<file path="src/hdl/ovls_pkg.sv">
// Package for the ordered value list store: sizes, action and status codes,
// and the request and response payload structs.
// No dependencies.
package ovls_pkg;

	// Storage sizes
	localparam int CAPACITY = 16;
	localparam int ADDR_W   = $clog2(CAPACITY);
	localparam int CNT_W    = $clog2(CAPACITY + 1);

	// Field widths fixed by the interface
	localparam int ACTION_W = 3;
	localparam int VALUE_W  = 32;
	localparam int STATUS_W = 2;
	localparam int COUNT_W  = 5;

	// Action codes
	localparam logic [ACTION_W-1:0] ACT_SEARCH     = 3'd0;
	localparam logic [ACTION_W-1:0] ACT_INS_FRONT  = 3'd1;
	localparam logic [ACTION_W-1:0] ACT_INS_END    = 3'd2;
	localparam logic [ACTION_W-1:0] ACT_REM_FRONT  = 3'd3;
	localparam logic [ACTION_W-1:0] ACT_REM_END    = 3'd4;
	localparam logic [ACTION_W-1:0] ACT_REM_VALUE  = 3'd5;

	// Status codes
	localparam logic [STATUS_W-1:0] ST_DONE      = 2'd0;
	localparam logic [STATUS_W-1:0] ST_EMPTY     = 2'd1;
	localparam logic [STATUS_W-1:0] ST_NOT_FOUND = 2'd2;
	localparam logic [STATUS_W-1:0] ST_FULL      = 2'd3;

	typedef struct packed {
		logic [ACTION_W-1:0]       action;
		logic signed [VALUE_W-1:0] value;
	} req_t;

	typedef struct packed {
		logic [STATUS_W-1:0]       status;
		logic signed [VALUE_W-1:0] removed_value;
		logic [COUNT_W-1:0]        count;
	} rsp_t;

endpackage

</file>
<file path="src/hdl/ovls_ram.sv">
// Generic single-write, single-read RAM with registered read data.
// No dependencies.
module ovls_ram #(
	parameter int WIDTH = 32,
	parameter int DEPTH = 16
) (
	input  logic                     clk,
	input  logic                     wr_en,
	input  logic [$clog2(DEPTH)-1:0] wr_addr,
	input  logic [WIDTH-1:0]         wr_data,
	input  logic [$clog2(DEPTH)-1:0] rd_addr,
	output logic [WIDTH-1:0]         rd_data
);

	logic [WIDTH-1:0] mem_q [DEPTH];

	// Write port
	always_ff @(posedge clk) begin
		if (wr_en) begin
			mem_q[wr_addr] <= wr_data;
		end
	end

	// Registered read port
	always_ff @(posedge clk) begin
		rd_data <= mem_q[rd_addr];
	end

endmodule

</file>
<file path="src/hdl/ordered_value_list_store.sv">
// Channel   | Signals                      | Transfer when
// ----------+------------------------------+--------------------------
// request   | req_valid, req_ready, req    | req_valid & req_ready
// response  | rsp_valid, rsp_ready, rsp    | rsp_valid & rsp_ready
//
// One request at a time; entries live in a RAM with registered read, and one
// shared comparator and read/write pointer walk it one entry per cycle.
// Search and remove value scan from the front; remove front, remove end and a
// matched remove value move the later entries up; insert front first moves every
// entry down (not into an empty store). Insert end, a full or empty store and
// unused actions respond directly. Only a held output register causes a stall.
// Reset clears the entry count and all handshake state; the RAM is not cleared.
// A waiting response does not stop the next request: only a second finished
// result holds the sequencer until the output register is free.
// Depends on ovls_pkg and ovls_ram.
module ordered_value_list_store (
	input  logic          clk,
	input  logic          arst_n,
	input  logic          req_valid,
	output logic          req_ready,
	input  ovls_pkg::req_t req,
	output logic          rsp_valid,
	input  logic          rsp_ready,
	output ovls_pkg::rsp_t rsp
);
	import ovls_pkg::*;

	typedef enum logic [5:0] {
		S_IDLE  = 6'b000001,
		S_SCAN  = 6'b000010,
		S_UP    = 6'b000100,
		S_DOWN  = 6'b001000,
		S_FRONT = 6'b010000,
		S_RESP  = 6'b100000
	} state_t;

	state_t state_q, state_d;
	logic [CNT_W-1:0] cnt_q, cnt_d;
	logic pend_q, pend_d;
	logic rsp_valid_q, rsp_valid_d;

	logic [ACTION_W-1:0] act_q, act_d;
	logic [VALUE_W-1:0] val_q, val_d;
	logic [ADDR_W-1:0] ptr_q, ptr_d;
	logic [ADDR_W-1:0] pos_q, pos_d;
	logic [ADDR_W-1:0] pend_addr_q, pend_addr_d;
	logic [STATUS_W-1:0] status_q, status_d;
	logic [VALUE_W-1:0] removed_q, removed_d;
	rsp_t rsp_q, rsp_d;

	logic ram_we;
	logic [ADDR_W-1:0] ram_waddr;
	logic [VALUE_W-1:0] ram_wdata;
	logic [VALUE_W-1:0] ram_rdata;

	logic [CNT_W-1:0] cnt_last;
	logic cnt_empty, cnt_full;
	logic pend_last, hit;

	ovls_ram #(
		.WIDTH(VALUE_W),
		.DEPTH(CAPACITY)
	) u_ram (
		.clk    (clk),
		.wr_en  (ram_we),
		.wr_addr(ram_waddr),
		.wr_data(ram_wdata),
		.rd_addr(ptr_q),
		.rd_data(ram_rdata)
	);

	assign cnt_last  = cnt_q - CNT_W'(1);
	assign cnt_empty = (cnt_q == '0);
	assign cnt_full  = (cnt_q == CNT_W'(CAPACITY));
	assign pend_last = pend_q && (CNT_W'(pend_addr_q) == cnt_last);
	// Shared comparator: the entry read last cycle against the request value
	assign hit       = pend_q && (ram_rdata == val_q);

	assign req_ready = (state_q == S_IDLE);
	assign rsp_valid = rsp_valid_q;
	assign rsp       = rsp_q;

	// Sequencer: next state, pointers and RAM write
	always_comb begin
		state_d     = state_q;
		cnt_d       = cnt_q;
		pend_d      = 1'b0;
		act_d       = act_q;
		val_d       = val_q;
		ptr_d       = ptr_q;
		pos_d       = pos_q;
		pend_addr_d = ptr_q;
		status_d    = status_q;
		removed_d   = removed_q;
		ram_we      = 1'b0;
		ram_waddr   = '0;
		ram_wdata   = val_q;
		case (state_q)
			S_IDLE: begin
				if (req_valid) begin
					act_d     = req.action;
					val_d     = req.value;
					status_d  = ST_DONE;
					removed_d = '0;
					ptr_d     = '0;
					pos_d     = '0;
					state_d   = S_RESP;
					case (req.action)
						ACT_SEARCH, ACT_REM_VALUE: begin
							if (cnt_empty) begin
								status_d = ST_EMPTY;
							end else begin
								state_d = S_SCAN;
							end
						end
						ACT_INS_FRONT: begin
							if (cnt_full) begin
								status_d = ST_FULL;
							end else if (cnt_empty) begin
								ram_we    = 1'b1;
								ram_wdata = req.value;
								cnt_d     = cnt_q + CNT_W'(1);
							end else begin
								ptr_d   = cnt_last[ADDR_W-1:0];
								state_d = S_DOWN;
							end
						end
						ACT_INS_END: begin
							if (cnt_full) begin
								status_d = ST_FULL;
							end else begin
								ram_we    = 1'b1;
								ram_waddr = cnt_q[ADDR_W-1:0];
								ram_wdata = req.value;
								cnt_d     = cnt_q + CNT_W'(1);
							end
						end
						ACT_REM_FRONT: begin
							if (cnt_empty) begin
								status_d = ST_EMPTY;
							end else begin
								state_d = S_UP;
							end
						end
						ACT_REM_END: begin
							if (cnt_empty) begin
								status_d = ST_EMPTY;
							end else begin
								ptr_d   = cnt_last[ADDR_W-1:0];
								pos_d   = cnt_last[ADDR_W-1:0];
								state_d = S_UP;
							end
						end
						default: begin
							status_d = ST_DONE;
						end
					endcase
				end
			end
			// Walk from the front, comparing each entry as it arrives
			S_SCAN: begin
				if (hit) begin
					if (act_q == ACT_REM_VALUE) begin
						ptr_d   = pend_addr_q;
						pos_d   = pend_addr_q;
						state_d = S_UP;
					end else begin
						state_d = S_RESP;
					end
				end else if (pend_last) begin
					status_d = ST_NOT_FOUND;
					state_d  = S_RESP;
				end else begin
					pend_d = 1'b1;
					ptr_d  = ptr_q + ADDR_W'(1);
				end
			end
			// Take out the entry at pos and move later entries up one place
			S_UP: begin
				if (pend_q) begin
					if (pend_addr_q == pos_q) begin
						removed_d = ram_rdata;
					end else begin
						ram_we    = 1'b1;
						ram_waddr = pend_addr_q - ADDR_W'(1);
						ram_wdata = ram_rdata;
					end
				end
				if (pend_last) begin
					cnt_d   = cnt_last;
					state_d = S_RESP;
				end else begin
					pend_d = 1'b1;
					ptr_d  = ptr_q + ADDR_W'(1);
				end
			end
			// Move every entry down one place, starting from the end
			S_DOWN: begin
				if (pend_q) begin
					ram_we    = 1'b1;
					ram_waddr = pend_addr_q + ADDR_W'(1);
					ram_wdata = ram_rdata;
				end
				if (pend_q && pend_addr_q == '0) begin
					state_d = S_FRONT;
				end else begin
					pend_d = 1'b1;
					ptr_d  = ptr_q - ADDR_W'(1);
				end
			end
			// Place the new value at the front
			S_FRONT: begin
				ram_we    = 1'b1;
				ram_wdata = val_q;
				cnt_d     = cnt_q + CNT_W'(1);
				state_d   = S_RESP;
			end
			// Hold until the output register is free
			S_RESP: begin
				if (!rsp_valid_q || rsp_ready) begin
					state_d = S_IDLE;
				end
			end
			default: begin
				state_d = S_IDLE;
			end
		endcase
	end

	// Output register
	always_comb begin
		rsp_d       = rsp_q;
		rsp_valid_d = rsp_valid_q && !rsp_ready;
		if (state_q == S_RESP && (!rsp_valid_q || rsp_ready)) begin
			rsp_d.status        = status_q;
			rsp_d.removed_value = removed_q;
			rsp_d.count         = COUNT_W'(cnt_q);
			rsp_valid_d         = 1'b1;
		end
	end

	// Control state
	always_ff @(posedge clk or negedge arst_n) begin
		if (!arst_n) begin
			state_q     <= S_IDLE;
			cnt_q       <= '0;
			pend_q      <= 1'b0;
			rsp_valid_q <= 1'b0;
		end else begin
			state_q     <= state_d;
			cnt_q       <= cnt_d;
			pend_q      <= pend_d;
			rsp_valid_q <= rsp_valid_d;
		end
	end

	// Payload registers
	always_ff @(posedge clk) begin
		act_q       <= act_d;
		val_q       <= val_d;
		ptr_q       <= ptr_d;
		pos_q       <= pos_d;
		pend_addr_q <= pend_addr_d;
		status_q    <= status_d;
		removed_q   <= removed_d;
		rsp_q       <= rsp_d;
	end

endmodule

</file>
<file path="config.mk">
export PLATFORM = sky130hd
export DESIGN_NAME = ordered_value_list_store
export DESIGN_NICKNAME = d
export VERILOG_FILES = /design/src/hdl/ovls_pkg.sv /design/src/hdl/ovls_ram.sv /design/src/hdl/ordered_value_list_store.sv
export SDC_FILE = /design/constraint.sdc
export NUM_CORES = 1
export LEC_CHECK = 0
export ABC_AREA = 1
export ABC_CLOCK_PERIOD_IN_PS = 6300
export BUFFER_PORTS_ARGS = -buffer_cell sky130_fd_sc_hd__buf_2
export CAP_MARGIN = 40
export CORE_MARGIN = 10
export CORE_UTILIZATION = 55
export DETAILED_ROUTE_END_ITERATION = 8
export PLACE_DENSITY = 0.72
export RECOVER_POWER = 50
export SLEW_MARGIN = 10
export SYNTH_ARGS = -nofsm -noshare
export SYNTH_HDL_FRONTEND = slang
export SYNTH_SLANG_ARGS = --single-unit
</file>
<file path="constraint.sdc">
create_clock -name clk -period 6.3 [get_ports clk]
set_input_delay 0.315 -clock clk [delete_from_list [all_inputs] [get_ports clk]]
set_output_delay 0.315 -clock clk [all_outputs]
set_load 0.005 [all_outputs]
</file>
== Word level (Yosys, flattened, before mapping) ==
Memory sizes are Yosys's and may differ from the RTL's. A register that Yosys moved wholly into a read port is not among the register bits.
Index checks and enable logic that the tools add are counted.
Storage, ports and cells
  memory bits (writable): 512
  input bits: 39
  output and inout bits: 41
  register bits: 133
  logic and storage cells: 154
  memories kept: 1
Memories
  u_ram.mem_q: words 16, bits a word 32, rd ports 1, clocked after Yosys merged registers in 1, write ports 1, line ovls_ram.sv:15  | logic [WIDTH-1:0] mem_q [DEPTH];
Cells by class
  equal/unequal tests: 32
  multiplexer cells: 75
  $add $sub $neg: 6
  reductions and logical operators: 26
Operators by type and width (number)
  $mux W32: 10
  $pmux W32 S2: 2
  $pmux W32 S3: 1
  $mux W4: 16
  $mux W6: 10
  $pmux W6 S6: 1
  $eq A32 B32 Y1: 1
  $mux W5: 5
  $ne A2 B2 Y1 const B: 10
  $pmux W6 S3: 1
  $pmux W4 S2: 2
  $pmux W4 S4: 1
  $reduce_and A4 Y1: 4
  $pmux W5 S3: 1
  $mux W1: 14
  $ne A3 B3 Y1 const B: 4
  $pmux W4 S3: 1
  $pmux W5 S2: 1
  $eq A3 B3 Y1 const B: 3
  $add A4 B1 Y4 const B: 2
  $mux W2: 4
  $pmux W2 S2: 2
  $sub A4 B1 Y4 const B: 2
  $reduce_and A7 Y1: 1
  31 further kinds: 40

== Depth between registers and ports, before layout ==
Gate-level depths: netlist of run 1.
  word-level depth: 8
  mapped depth: 15
  depth with buffers taken out: 15

== Hierarchy ==
Synthesis of run 1 repeated with hierarchy kept, for this count alone.
Second synthesis, totals
  cell total of the unflattened synthesis: 2832
  area, all modules: 29666.0 µm²
By module, submodules not included
  ovls_ram: seq. area each 16015.4 µm², times used 1, cells an instance 2120, area an instance 22730.6 µm²
  ordered_value_list_store: seq. area each 3890.0 µm², times used 1, cells an instance 712, area an instance 6935.4 µm²

== Least setup slack after synthesis of run 1 ==
OpenSTA, ideal clock, no wires.
  path kind: register -> register
  start point: reg cnt_q[0]
  end point: mem u_ram.mem_q[0][0], enable pin
  data arrival time: 2.943 ns
  data required time: 5.879 ns
  setup time: 0.421 ns
  setup slack: 2.936 ns
  stages on the path, launching flop included: 13
  period minus slack after synthesis: 3.364 ns
  path buffers: 0
  cell sequence: dfrtp_1 inv_1 ha_1 nand2_1 inv_1 nand2_1 nand2_1 nand2_1 o21ai_4 nor2_2 nor2_2 nand2_2 nor2_1
On the way
  word-level cells in the longest chain between the ends: 8
  elaborated cells on any way between the ends: 14
  classes of those cells: eq/ne: 1; mux: 12; reduce/logical: 1
Ends and longest elaborated chain
  start, declared: line ordered_value_list_store.sv:38  | logic [CNT_W-1:0] cnt_q, cnt_d;
  start signal, assigned: line ordered_value_list_store.sv:251  | cnt_q <= cnt_d;
  $logic_not A5 Y1: line ordered_value_list_store.sv:73  | assign cnt_empty = (cnt_q == '0);
  $mux W1: line ordered_value_list_store.sv:119  | end else if (cnt_empty) begin
  $mux W1: line ordered_value_list_store.sv:117  | if (cnt_full) begin
  $pmux W1 S2: line ordered_value_list_store.sv:108  | case (req.action)
  $mux W1: line ordered_value_list_store.sv:100  | if (req_valid) begin
  $pmux W1 S4: line ordered_value_list_store.sv:98  | case (state_q)
  $mux W1: line ovls_ram.sv:19  | if (wr_en) begin
  $mux W1 (implied by the code): line ovls_ram.sv:20  | mem_q[wr_addr] <= wr_data;
  end, declared: line ovls_ram.sv:15
Parallel ways exist; a longest one is shown, timed or not.

==> flow_summary.yaml, run 1 <==
outcome:
  status: "complete, but fails checks"
  violations: "capacitance limit, slew limit"
die:
  initial_core_util: 0.5534
  dieHeight_um: 244.2
  ioPinCount: 80
  rows: 82
  die_width_um: 244.2
  die-area_um2: 59640
  coreArea_um2: 49970
setup_path:
  cp_slowest_stage_delay_ps: 2260
  r2r_start: "pend_addr_d[2]$_DFFE_PP_"
  end_kind: "flop"
  path_cells: "buf_4, clkbuf_1, nor2_4, clkbuf_2, o211ai_1, nand3_1, nand2_1"
  startpoint: "pend_addr_d[2]$_DFFE_PP_"
  r2r_slack_ps: 1290
  crit_type: "flop to flop"
  cp_slowest_cell: "clkbuf_1"
  path_max_fanout: 49
  worstPathArrival_ps: 5540
  worst-path-stages: 7
  cp-start-kind: "flop"
  crit_family: "buffers and inverters"
  crit_buf_inv: 3
  rr_worst_depth: 7
  reg2reg_to: "u_ram.rd_data[25]$_DFF_P_"
  cp.required_ps: 6830
logic_synthesis:
  syn_nets: 2282
  synth_area_um2: 27650
  synth_cell_types: 53
  ys_seq_elements: 677
  syn_inst: 2235
  syn_area_per_cell_um2: 12.37
  yosysWarnings: 0
  ys_seq_area_frac: 0.7199
final_layout:
  area_growth_pct: 14.69
  finalNetCount: 2415
  layout_commonest_cell: "edfxtp_1"
  drive_above_1_share: 0.09500
  stdcell_count: 3093
  fill_cells: 3691
  stdcell_area_um2: 31710
  antenna_cells: 0
  mostFrequentLayoutCells: "628 x edfxtp_1, 417 x nand2_1, 207 x nor2_1"
placement:
  dp_hpwl_um: 46020
  place_area_um2: 29430
  io_buffers: 79
  routabilityCongestion: 0.9451
  place_inst: 2926
timing:
  relSlewSlack: -1.107
  fmax_ghz: 0.1994
  tns_ps: 0
  hold_violations: 0
  finalCriticalPeriod_ps: 5015
  rsz0062_at_grt: "false"
  final-setup-viol-count: 0
  timing.hold.ws_ps: 71.62
  tightest_slew_ps: 3160
  maxSlewViolCount: 195
  period_share: 0.7960
  finClkSkew_ps: 29.48
cts:
  cts_tree: "done"
  clk_pin_slew_ps: 60
  clockBufferDepth: 3
  cts-root-buf: "clkbuf_16"
  cts-resized-gates: 0
  htreeDepth: 3
  clk_latency_ps: 620
  numCtsBuffers: 69
  cts.sinks: 677
pwr:
  p_leak_uw: 0.01129
  powerDensity_nw_per_um2: 471.2
  vdd_ir_drop_max_v: 0.0002976
  total_power_uw: 14940
min_path:
  holdPathEnd: "state_q[0]$_DFFE_PN1P_"
  hp-class: "input pin to flop"
  holdCritStartpoint: "req_valid"
  min_delay_path_depth: 4
drt:
  firstDrtPassIters: 6
  viasPerCell: 5.854
  drc: 0
  route.vias.total: 18110
  wl_per_cell_um: 22.98
  drt-initial-drc-count: 2070
  postRouteAntennaNets: 0
  wl_um: 71070
grt:
  grt_max_degree: 163
  antenna_found_initial: 1
  grt_pass1_wl_um: 106800
  grt_pass1_vias: 17640
  gr-usage-all-layers: 0.2358
  grt_overflow: 0
flow_run:
  maxCapViolCount: 5
metal layers:
metal	vias to the layer above	global-route usage	wire length (µm)
met5	-	0	13
met4	2	0.07470	1560
met3	104	0.06050	7211
met2	876	0.3589	32520
met1	8823	0.3292	29760
li1	8301	-	-
registers in the layout, indices dropped and copies added (netlist names):
register	count
val_q	32
u_ram.rd_data	32
state_q	6
removed_q	32
pend_addr_q	4
status_q	2
u_ram.mem_q	512
pos_q	4
pend_q	1
pend_addr_d	4
rsp	39
cnt_q	5
act_q	3
rsp_valid	1
logic make-up (layout without fill, tap and decap cells):
group | Yosys count | in the layout | synth area share
buffers and inverters | 308 | 494 | 0.04340
flip-flops | 677 | 677 | 0.7199
AND/OR/NAND/NOR | 817 | 817 | 0.1244
adder cells (fa/ha/maj) | 8 | 8 | 0.003620
XOR/XNOR | 27 | 27 | 0.009095
AO/OA/AOI/OAI | 398 | 398 | 0.09960
Yosys cell counts (all sizes together):
cell type / n / area share
edfxtp: 628 / 0.68
nand2: 419 / 0.057
nor2: 231 / 0.033
inv: 188 / 0.026
o21ai: 137 / 0.025
nand3: 129 / 0.024
clkbuf: 81 / 0.011
o211ai: 64 / 0.017
a31oi: 59 / 0.013
o221a: 55 / 0.022
buf: 38 / 0.0067
dfxtp: 36 / 0.026
a21oi: 31 / 0.0056
o221ai: 25 / 0.0079
nand4: 21 / 0.0064
xor2: 20 / 0.0069
dfrtp: 12 / 0.011
nor3: 10 / 0.0020
ha: 8 / 0.0036
o22ai: 8 / 0.0020
o31ai: 7 / 0.0021
xnor2: 7 / 0.0022
a211oi: 6 / 0.0016
nand3b: 2 / 0.00054
o2111ai: 2 / 0.00063
o32ai: 2 / 0.00063
a31o: 1 / 0.00032
and2: 1 / 0.00023
and3: 1 / 0.00023
and3b: 1 / 0.00032
clkinv: 1 / 0.00014
dfstp: 1 / 0.00095
nor4: 1 / 0.00023
o21bai: 1 / 0.00041
or2: 1 / 0.00023
worst reg2reg max path, cell delays in order (launching register included):
cell and delay (ps):
edfxtp_1 360, buf_4 370, clkbuf_1 2280, nor2_4 420, clkbuf_2 760, o211ai_1 410, nand3_1 160, nand2_1 170
through the flow:
| step | utilization | worst slack [ps] |
|---|---|---|
| 3_3_place_gp | 0.5782 | 2133 |
| 3_5_place_dp | 0.5890 | 2288 |
| 5_1_grt | 0.6347 | 1084 |
| 2_1_floorplan | - | 2936 |
| 4_1_cts | 0.6406 | 2281 |
| 6_report | 0.6347 | 1285 |
area by class of cell:
| class | instances | area (µm²) | area share |
|---|---|---|---|
| Sequential cell | 677 | 19910 | 0.6277 |
| Multi-Input combinational cell | 1250 | 6650 | 0.2097 |
| Clock buffer | 84 | 1814 | 0.05721 |
| Timing Repair Buffer | 181 | 1396 | 0.04403 |
| Tap cell | 672 | 840.8 | 0.02651 |
| Inverter | 189 | 711.9 | 0.02245 |
| Clock inverter | 40 | 392.9 | 0.01239 |
repair_timing:
action,in CTS,in global routing
buffers inserted,0,0
endpoints found under the hold margin,49,0
hold buffers,37,0
worst max-delay path by stage:
stage | slack (ps) | endpoint
6_report | 1290 | u_ram.rd_data[25]$_DFF_P_
5_1_grt | 1080 | u_ram.mem_q[13][9]$_DFFE_PP_
4_1_cts | 2280 | u_ram.mem_q[4][20]$_DFFE_PP_
3_5_place_dp | 2290 | u_ram.mem_q[4][20]$_DFFE_PP_
3_3_place_gp | 2130 | u_ram.mem_q[6][19]$_DFFE_PP_
2_1_floorplan | 2940 | u_ram.mem_q[0][0]$_DFFE_PP_
power by group:
group / internal [µW] / switching (µW)
logic: 1290 / 3560
registers: 5840 / 242
clock network: 2340 / 1660
Power figures use the tool's default switching activity.
==> run 2: changes to the inputs <==
- ABC_AREA: 1 -> 0
- ABC_CLOCK_PERIOD_IN_PS: 6300 -> 5250
- clock period: 6.3 -> 5.25 ns (I/O delays scaled with it)
==> flow_summary.yaml, run 2 <==
outcome:
  status: "complete, but fails checks"
  violations: "capacitance limit, slew limit"
setup_path:
  reg2reg_to: "u_ram.rd_data[1]$_DFF_P_"
  rr_worst_depth: 7
  path_max_fanout: 36
  cp.required_ps: 5730
  r2r_slack_ps: 710
  crit_type: "flop to flop"
  cp-start-kind: "flop"
  worstPathArrival_ps: 5020
  r2r_start: "pend_addr_d[1]$_DFFE_PP_"
  end_kind: "flop"
die:
  ioPinCount: 80
  die_width_um: 240.9
  rows: 80
  dieHeight_um: 240.9
  initial_core_util: 0.5597
  die-area_um2: 58020
  coreArea_um2: 47950
final_layout:
  area_growth_pct: 14.56
  antenna_cells: 0
  multi_input_area_um2: 6628
  largest-register: "u_ram.mem_q"
  largest_register_ffs: 512
  drive_above_1_share: 0.1295
  layout_commonest_cell: "edfxtp_1"
  fill_cells: 3317
  seqCellArea_um2: 19910
  finalNetCount: 1787
  mostFrequentLayoutCells: "628 x edfxtp_1, 151 x nand2_1, 132 x mux2i_1"
drt:
  route.vias.total: 15060
  drc: 0
  drt-initial-drc-count: 1499
  wl_um: 65180
  wl_per_cell_um: 27.08
  postRouteAntennaNets: 0
  firstDrtPassIters: 5
  viasPerCell: 6.255
grt:
  grt_max_degree: 113
  grt_pass1_wl_um: 96170
  antenna_found_initial: 2
  grt_overflow: 0
  grt_pass1_vias: 14820
  gr-usage-all-layers: 0.2267
cts:
  postCtsSetupRepairBufs: 0
  clockBufferDepth: 3
  clk_latency_ps: 600
  cts-root-buf: "clkbuf_16"
  cts_tree: "done"
  numCtsBuffers: 69
  cts.sinks: 677
  clk_pin_slew_ps: 60
  htreeDepth: 3
logic_synthesis:
  synth_area_um2: 26830
  synth_ff_type: "edfxtp_1"
  ys_seq_elements: 677
  syn_inst: 1606
  yosysWarnings: 0
  synth.most_common_cell: "edfxtp_1"
  ys_seq_area_frac: 0.7418
  syn_area_per_cell_um2: 16.71
  synth_cell_types: 57
  synth_edf_count: 628
  synth_area_leaders: "edfxtp_1 70%, mux4_2 5.4%, mux2i_1 4.9%"
  synthTopCellsByCount: "628 x edfxtp_1, 152 x nand2_1, 132 x mux2i_1, 66 x a22oi_1"
  synth_top_area_share: 0.7028
  syn_nets: 1653
  synth_largest_area_cell: "edfxtp_1"
  async_flop_share: 0.01920
timing:
  final-setup-viol-count: 0
  worst_slack_ps: 706.8
  hold_violations: 0
  finClkSkew_ps: 20.20
  tns_ps: 0
  maxSlewViolCount: 241
  finalCriticalPeriod_ps: 4543
  relSlewSlack: -1.092
  rsz0062_at_grt: "false"
  fmax_ghz: 0.2201
  period_share: 0.8654
  timing.hold.ws_ps: 53.16
  tightest_slew_ps: 3138
flow_run:
  maxCapViolCount: 6
min_path:
  min_delay_path_depth: 3
  holdCritStartpoint: "rsp_ready"
  holdPathEnd: "rsp_valid$_DFF_PN0_"
  hp-class: "input pin to flop"
placement:
  dp_hpwl_um: 37720
  io_buffers: 79
  pre_cts_slack_ps: 1314
  routabilityCongestion: 0.8601
pwr:
  vdd_ir_drop_max_v: 0.0004720
  powerDensity_nw_per_um2: 557.0
  total_power_uw: 17120
  p_leak_uw: 0.01042
[run 2: cell types whose count changed in the layout (fill, tap and decap cells not counted), moves of 57 or more]
cell,delta
o21ai_0,-86
mux2i_1,+132
nor2_1,-160
a22oi_1,+66
o211ai_1,-61
a31oi_1,-57
mux4_2,+64
nand2_1,-266
nand3_1,-113
inv_1,-171
[run 2: per-stage QoR]
step | std cells | util | area [µm²]
after CTS | 2406 | 0.6447 | 30910
after floorplan | 1606 | - | 26830
after detailed placement | 2248 | 0.5898 | 28280
after global placement | 2241 | 0.5863 | 28110
final | 2407 | 0.6412 | 30740
after global routing | 2407 | 0.6412 | 30740
[run 2: cell families after synthesis]
logic type,Yosys count,share of synthesized area
mux,197,0.1034
xor+xnor,52,0.01697
buf+inv,105,0.01595
fa+ha+maj,8,0.003730
simple gates,340,0.06062
flops,677,0.7418
compound gates,227,0.05754
[run 2: worst max path at each step]
stage | from | endpoint | slack [ps] | cells after the start
6_report | pend_addr_d[1]$_DFFE_PP_ | u_ram.rd_data[1]$_DFF_P_ | 710 | 7
3_3_place_gp | state_q[2]$_DFFE_PN0P_ | u_ram.mem_q[13][11]$_DFFE_PP_ | 1360 | 8
5_1_grt | pend_addr_d[1]$_DFFE_PP_ | u_ram.rd_data[1]$_DFF_P_ | 580 | 7
4_1_cts | pend_addr_q[0]$_DFF_P_ | u_ram.mem_q[4][4]$_DFFE_PP_ | 1290 | 7
3_5_place_dp | pend_addr_q[0]$_DFF_P_ | u_ram.mem_q[4][6]$_DFFE_PP_ | 1310 | 7
2_1_floorplan | state_q[3]$_DFFE_PN0P_ | u_ram.mem_q[12][0]$_DFFE_PP_ | 880 | 7
[run 2: critical path: stages, from the launching register on]
cell      delay (ps)
edfxtp_1         370
buf_4            470
clkbuf_1        1890
nor2b_1          500
buf_4            400
a221oi_1         490
a22oi_1          170
o21ai_0          110
[run 2: power by group]
part	switching, µW	total, µW	internal [µW]
registers	466	7480	7010
clock network	1970	4910	2940
logic	2960	4730	1770
[run 2: what timing repair did]
action / CTS / global route
hold buffers: 35 / 0
gates resized for setup: 0 / 0
endpoints found under the hold margin: 47 / 0
[run 2: cell type report]
cell class,instances,area share
multi-input cells,824,0.2156
clock buffers,95,0.06333
repair buffers,155,0.03614
well taps,615,0.02503
inverters,13,0.001587
clock inverters,28,0.01079
flip-flops and latches,677,0.6475
[run 2: per-layer routing]
metal  routed length [µm]  global-route usage  vias to the layer above  share of wire
li1                     -                   -                     6574              -
met1                26040              0.3018                     7629           0.40
met2                31820              0.3665                      725           0.49
met3                 5656             0.05327                      128          0.087
met4                 1673             0.07030                        0          0.026
met5                    0                   0                        -              0
